$ cat src/design/sba_pkg.sv
// Package for the slab bitmap allocator: sizes, list tags, result codes,
// datapath op codes, request/response/command/status types, helper functions.
// No dependencies.
package sba_pkg;

    localparam int NUM_BLOCKS = 64;
    localparam int MAX_SLOTS  = 64;
    localparam int MIN_SLOTS  = 32;
    localparam int TRIM_MIN   = 4;

    localparam int BLK_W  = $clog2(NUM_BLOCKS);
    localparam int LINK_W = BLK_W + 1;
    localparam int CNT_W  = $clog2(NUM_BLOCKS + 1);
    localparam int MAP_W  = MAX_SLOTS;
    localparam int SLOT_W = 6;
    localparam int OPB_W  = 7;

    localparam logic [LINK_W-1:0] NIL = LINK_W'(NUM_BLOCKS);

    // list tags
    localparam logic [1:0] TAG_UNUSED  = 2'd0;
    localparam logic [1:0] TAG_PARTIAL = 2'd1;
    localparam logic [1:0] TAG_EMPTY   = 2'd2;
    localparam logic [1:0] TAG_FULL    = 2'd3;

    // result status
    localparam logic [1:0] ST_OK      = 2'd0;
    localparam logic [1:0] ST_NOMEM   = 2'd1;
    localparam logic [1:0] ST_INVALID = 2'd2;

    // datapath operations
    localparam logic [3:0] OP_NONE      = 4'd0;
    localparam logic [3:0] OP_CLEAR     = 4'd1;
    localparam logic [3:0] OP_LATCH     = 4'd2;
    localparam logic [3:0] OP_ALLOC_SEL = 4'd3;
    localparam logic [3:0] OP_ALLOC_PICK= 4'd4;
    localparam logic [3:0] OP_ALLOC_WB  = 4'd5;
    localparam logic [3:0] OP_FREE_RD   = 4'd6;
    localparam logic [3:0] OP_FREE_CHK  = 4'd7;
    localparam logic [3:0] OP_MV_RD     = 4'd8;
    localparam logic [3:0] OP_MV_UNLINK = 4'd9;
    localparam logic [3:0] OP_MV_PUSH   = 4'd10;
    localparam logic [3:0] OP_MV_FIX    = 4'd11;
    localparam logic [3:0] OP_DONE      = 4'd12;

    // register index
    localparam logic REG_OPB = 1'b0;

    typedef struct packed {
        logic              mode;
        logic [BLK_W-1:0]  block_index;
        logic [SLOT_W-1:0] slot_index;
    } req_t;

    typedef struct packed {
        logic [1:0]        status;
        logic [BLK_W-1:0]  granted_block;
        logic [SLOT_W-1:0] granted_slot;
        logic              block_released;
    } rsp_t;

    typedef struct packed {
        logic [3:0] op;
    } cmd_t;

    typedef struct packed {
        logic partial_avail;
        logic fresh_avail;
        logic bm_zero;
        logic free_move;
        logic clr_last;
        logic rsp_hold;
    } stat_t;

    function automatic logic [OPB_W-1:0] clamp_slots(input logic [OPB_W-1:0] v);
        logic [OPB_W-1:0] n;
        n = v;
        if (v > OPB_W'(MAX_SLOTS)) n = OPB_W'(MAX_SLOTS);
        if (v < OPB_W'(MIN_SLOTS)) n = OPB_W'(MIN_SLOTS);
        return n;
    endfunction

    function automatic logic [MAP_W-1:0] slot_mask(input logic [OPB_W-1:0] n);
        logic [MAP_W-1:0] m;
        for (int i = 0; i < MAP_W; i++) begin
            m[i] = (32'(i) < 32'(n));
        end
        return m;
    endfunction

    // lowest set bit, 0 for an all-zero word
    function automatic logic [SLOT_W-1:0] lowest_one(input logic [MAP_W-1:0] v);
        logic [SLOT_W-1:0] idx;
        idx = '0;
        for (int i = MAP_W - 1; i >= 0; i--) begin
            if (v[i]) idx = SLOT_W'(i);
        end
        return idx;
    endfunction

endpackage

$ cat src/design/sba_ctrl.sv
// Allocator sequencer: steps the datapath through one request at a time.
// Uses sba_pkg.
module sba_ctrl
    import sba_pkg::*;
(
    input  logic  clk,
    input  logic  rst_n,
    input  logic  req_valid,
    input  logic  req_mode,
    output logic  req_stall,
    input  stat_t stat,
    output cmd_t  cmd
);

    localparam logic [3:0] S_CLEAR   = 4'd0;
    localparam logic [3:0] S_IDLE    = 4'd1;
    localparam logic [3:0] S_A_SEL   = 4'd2;
    localparam logic [3:0] S_A_PICK  = 4'd3;
    localparam logic [3:0] S_A_WB    = 4'd4;
    localparam logic [3:0] S_F_RD    = 4'd5;
    localparam logic [3:0] S_F_CHK   = 4'd6;
    localparam logic [3:0] S_MV_RD   = 4'd7;
    localparam logic [3:0] S_MV_UNL  = 4'd8;
    localparam logic [3:0] S_MV_PUSH = 4'd9;
    localparam logic [3:0] S_MV_FIX  = 4'd10;
    localparam logic [3:0] S_DONE    = 4'd11;

    logic [3:0] state_reg, state_next;

    always_comb
    begin
        state_next = state_reg;
        cmd.op     = OP_NONE;
        case (state_reg)
            S_CLEAR:
            begin
                cmd.op = OP_CLEAR;
                if (stat.clr_last) state_next = S_IDLE;
            end
            S_IDLE:
            begin
                if (req_valid)
                begin
                    cmd.op     = OP_LATCH;
                    state_next = req_mode ? S_F_RD : S_A_SEL;
                end
            end
            S_A_SEL:
            begin
                cmd.op = OP_ALLOC_SEL;
                if (stat.partial_avail)    state_next = S_A_PICK;
                else if (stat.fresh_avail) state_next = S_MV_RD;
                else                       state_next = S_DONE;
            end
            S_A_PICK:
            begin
                cmd.op     = OP_ALLOC_PICK;
                state_next = S_A_WB;
            end
            S_A_WB:
            begin
                cmd.op     = OP_ALLOC_WB;
                state_next = stat.bm_zero ? S_MV_RD : S_DONE;
            end
            S_F_RD:
            begin
                cmd.op     = OP_FREE_RD;
                state_next = S_F_CHK;
            end
            S_F_CHK:
            begin
                cmd.op     = OP_FREE_CHK;
                state_next = stat.free_move ? S_MV_RD : S_DONE;
            end
            S_MV_RD:
            begin
                cmd.op     = OP_MV_RD;
                state_next = S_MV_UNL;
            end
            S_MV_UNL:
            begin
                cmd.op     = OP_MV_UNLINK;
                state_next = S_MV_PUSH;
            end
            S_MV_PUSH:
            begin
                cmd.op     = OP_MV_PUSH;
                state_next = S_MV_FIX;
            end
            S_MV_FIX:
            begin
                cmd.op     = OP_MV_FIX;
                state_next = S_DONE;
            end
            S_DONE:
            begin
                if (!stat.rsp_hold)
                begin
                    cmd.op     = OP_DONE;
                    state_next = S_IDLE;
                end
            end
            default:
            begin
                state_next = S_IDLE;
            end
        endcase
    end

    always_ff @(posedge clk or negedge rst_n)
    begin
        if (!rst_n)
        begin
            state_reg <= S_CLEAR;
        end
        else
        begin
            state_reg <= state_next;
        end
    end

    assign req_stall = (state_reg != S_IDLE);

endmodule

$ cat config.mk
export PLATFORM = sky130hd
export DESIGN_NAME = sba_ctrl
export DESIGN_NICKNAME = d
export VERILOG_FILES = /design/src/design/sba_pkg.sv /design/src/design/sba_ctrl.sv
export SDC_FILE = /design/constraint.sdc
export NUM_CORES = 1
export LEC_CHECK = 0
export BUFFER_PORTS_ARGS = -buffer_cell sky130_fd_sc_hd__buf_2
export CAP_MARGIN = 30
export CORE_AREA = 2 2 39 41
export CTS_BUF_LIST = sky130_fd_sc_hd__clkbuf_16
export DETAILED_ROUTE_END_ITERATION = 8
export DIE_AREA = 0 0 41 43
export GPL_TIMING_DRIVEN = 0
export PLACE_DENSITY = 0.54
export RECOVER_POWER = 25
export SYNTH_ARGS = -nofsm -noshare
export SYNTH_HDL_FRONTEND = slang
export SYNTH_SLANG_ARGS = --single-unit
$ cat constraint.sdc
create_clock -name clk -period 2 [get_ports clk]
set_input_delay 0.2 -clock clk [delete_from_list [all_inputs] [get_ports clk]]
set_output_delay 0.2 -clock clk [all_outputs]
set_load 0.01 [all_outputs]
==> out/metrics.cfg <==
[status]
status=completed

[pwr]
powerDensity_nw_per_um2=1910
seq_power_share_pct=16.4
p_leak_uw=0.000228
pwr-share-clk_pct=30.8
ir_worst_vdd_mv=0.509
power.net_switching_uw=404
power.internal_uw=601
swShare_pct=40.2
power_frac_comb_pct=52.8

[job]
maxCapViolCount=0

[final_layout]
syn2layout_area_growth_pct=49.3
final_common_cell=buf_2
fin_nets=76
post-route-util_pct=38.1
final_cell_mix=15 x buf_2, 5 x a21oi_1, 4 x nor2_1, 4 x nand2_1, 4 x dfrtp_1
n_antenna_cell=0
final_layout_size_suffix_gt1_share_pct=34.4
postLayoutCellArea_sq_um=527
largest_reg_flops=4

[placement]
postPlaceCellArea_sq_um=443
port_buffers=14
gp_congestion=0.731
hpwl_microns=702

[yosys]
syn-cell-area_sq_um=353
syn_nets=56
synth-seq-cells=4
syn_inst=46
ys_warn_count=0
synth_cell_types=23
avgSynthCellArea_sq_um=7.67
yosysSeqAreaShare_pct=28.4

[grt]
grt_pass1_vias=390
grt_use_total_pct=14.6
grt_pass1_wl_microns=1720
antenna_found_initial=0
grt_max_degree=11
grt_overflow_total=0

[sta]
post-route-period-util_pct=77.4
tns_ns=0
fin_hold_ws_ns=0.277
hold_viol=0
drv_slew=0
tightest_slew_ns=0.344
max_freq_mhz=646
rsz0062_at_grt=false
relSlewSlack_pct=77.1
finalClockSkew_ns=0.000472
min_period_ns=1.55
setup_viol=0

[setup_path]
critPathCaptureType=output port
startpoint_type=flop
cp.required_ns=1.80
r2r_start=state_reg[2]$_DFFE_PN0P_
worst_r2r_path_depth=4
crit_type=reg -> out
critPathMaxFanout=6
r2r_slack_ns=0.76
arrival_ns=1.35
r2r-end=state_reg[2]$_DFFE_PN0P_

[clocking]
clk_latency_ns=0.22
path_clk_slew_ns=0.03
cts_buffer_depth=2
cts_buffers=3
cts_resized=0
post_cts.repair.setup_buffers=0
cts_tree=done
htree_levels=1
clock-sinks=4
root_buffer=clkbuf_16

[min_path]
hold_class=in -> reg
min_from=req_valid
min_to=state_reg[2]$_DFFE_PN0P_
whs_path_depth=3

[die]
die_h_microns=43
placementRows=14
start_util_pct=25.5
io_pins=15
die_w_microns=41
dieArea_sq_um=1760
coreArea_sq_um=1380

[route]
route.detailed.drc=0
dr.first_iter.drc_count=24
drt-wirelength-per-cell_microns=13.1
firstDrtPassIters=4
vias=431
routed_via_density=5.39
ant_nets=0
wl_microns=1050

## per-layer routing
layer	vias up	global-route usage (%)	part of all wire, %	wire [microns]
met5	-	0	0	0
met4	0	8.67	2.9	30
met3	4	3.66	6.6	69
met2	19	22.2	50	518
met1	197	17.5	41	426
li1	211	-	-	-
## power by group through the flow
| stage | combinational (uW) | clock [uW] | sequential, uW |
|---|---|---|---|
| after CTS | 530 | 312 | 164 |
| final | 530 | 310 | 165 |
| after floorplan | 384 | 0 | 150 |
| after detailed placement | 522 | 0 | 162 |
| after global routing | 598 | 326 | 169 |
| after global placement | 522 | 0 | 163 |
## worst max-delay path: stages (launching register included)
cell	delay, ns
dfrtp_1	0.44
nand2_1	0.17
a211oi_1	0.26
a31o_2	0.13
buf_2	0.12
## synth_stat cells
cell type,number,area share (%)
a211oi_1,1,2.1
a21oi_1,5,7.1
a221oi_1,2,5.0
a221oi_2,1,4.3
a31o_2,1,2.5
a31oi_1,2,3.5
buf_2,2,2.8
buf_4,1,2.1
buf_6,1,3.2
dfrtp_1,4,28
inv_1,1,1.1
nand2_1,4,4.3
nand2b_1,2,3.5
nand3_1,2,2.8
nand4b_1,2,5.0
nor2_1,4,4.3
nor2b_1,1,1.8
nor3_1,3,4.3
o211ai_1,1,2.1
o21ai_0,3,4.3
o21ai_1,1,1.4
o22a_1,1,2.5
or3_1,1,1.8
## worst max path at each step
stage,start,to
floorplan,state_reg[0]$_DFFE_PN0P_,cmd[1]
global route,state_reg[3]$_DFFE_PN0P_,cmd[3]
finish,state_reg[0]$_DFFE_PN0P_,cmd[2]
CTS,state_reg[2]$_DFFE_PN0P_,cmd[1]
detailed placement,state_reg[2]$_DFFE_PN0P_,cmd[1]
global placement,state_reg[2]$_DFFE_PN0P_,cmd[1]
## cells by family (layout without fill, tap and decap cells)
group                  Yosys count  count (layout)  synth area share [%]
AOI/OAI and AO/OA               18              18                  34.7
and+or+nand+nor                 19              19                  27.7
buffers and inverters            5              23                  9.22
DFF                              4               4                  28.4
## per-stage QoR
| stage | power, uW | setup WS, ns | instances |
|---|---|---|---|
| 6_report | 1010 | 0.452 | 80 |
| 5_1_grt | 1090 | 0.369 | 80 |
| 4_1_cts | 1010 | 0.453 | 80 |
| 3_5_place_dp | 684 | 0.696 | 76 |
| 3_3_place_gp | 686 | 0.697 | 76 |
| 2_1_floorplan | 534 | 0.810 | 46 |
## area by class of cell
class                   count  area (sq um)
plain buffers               4          28.8
flip-flops and latches      4           100
repair buffers             15          78.8
inverters                   1          3.75
multi-input cells          37           220
clock buffers               3          75.1
fillers                   149           857
well taps                  16          20.0
## repair_timing
item | in CTS | in global routing
endpoints found under the setup margin | 0 | 0
hold endpoints to repair | 4 | 0
hold buffers | 1 | 0
(Power assumes the default switching activity.)
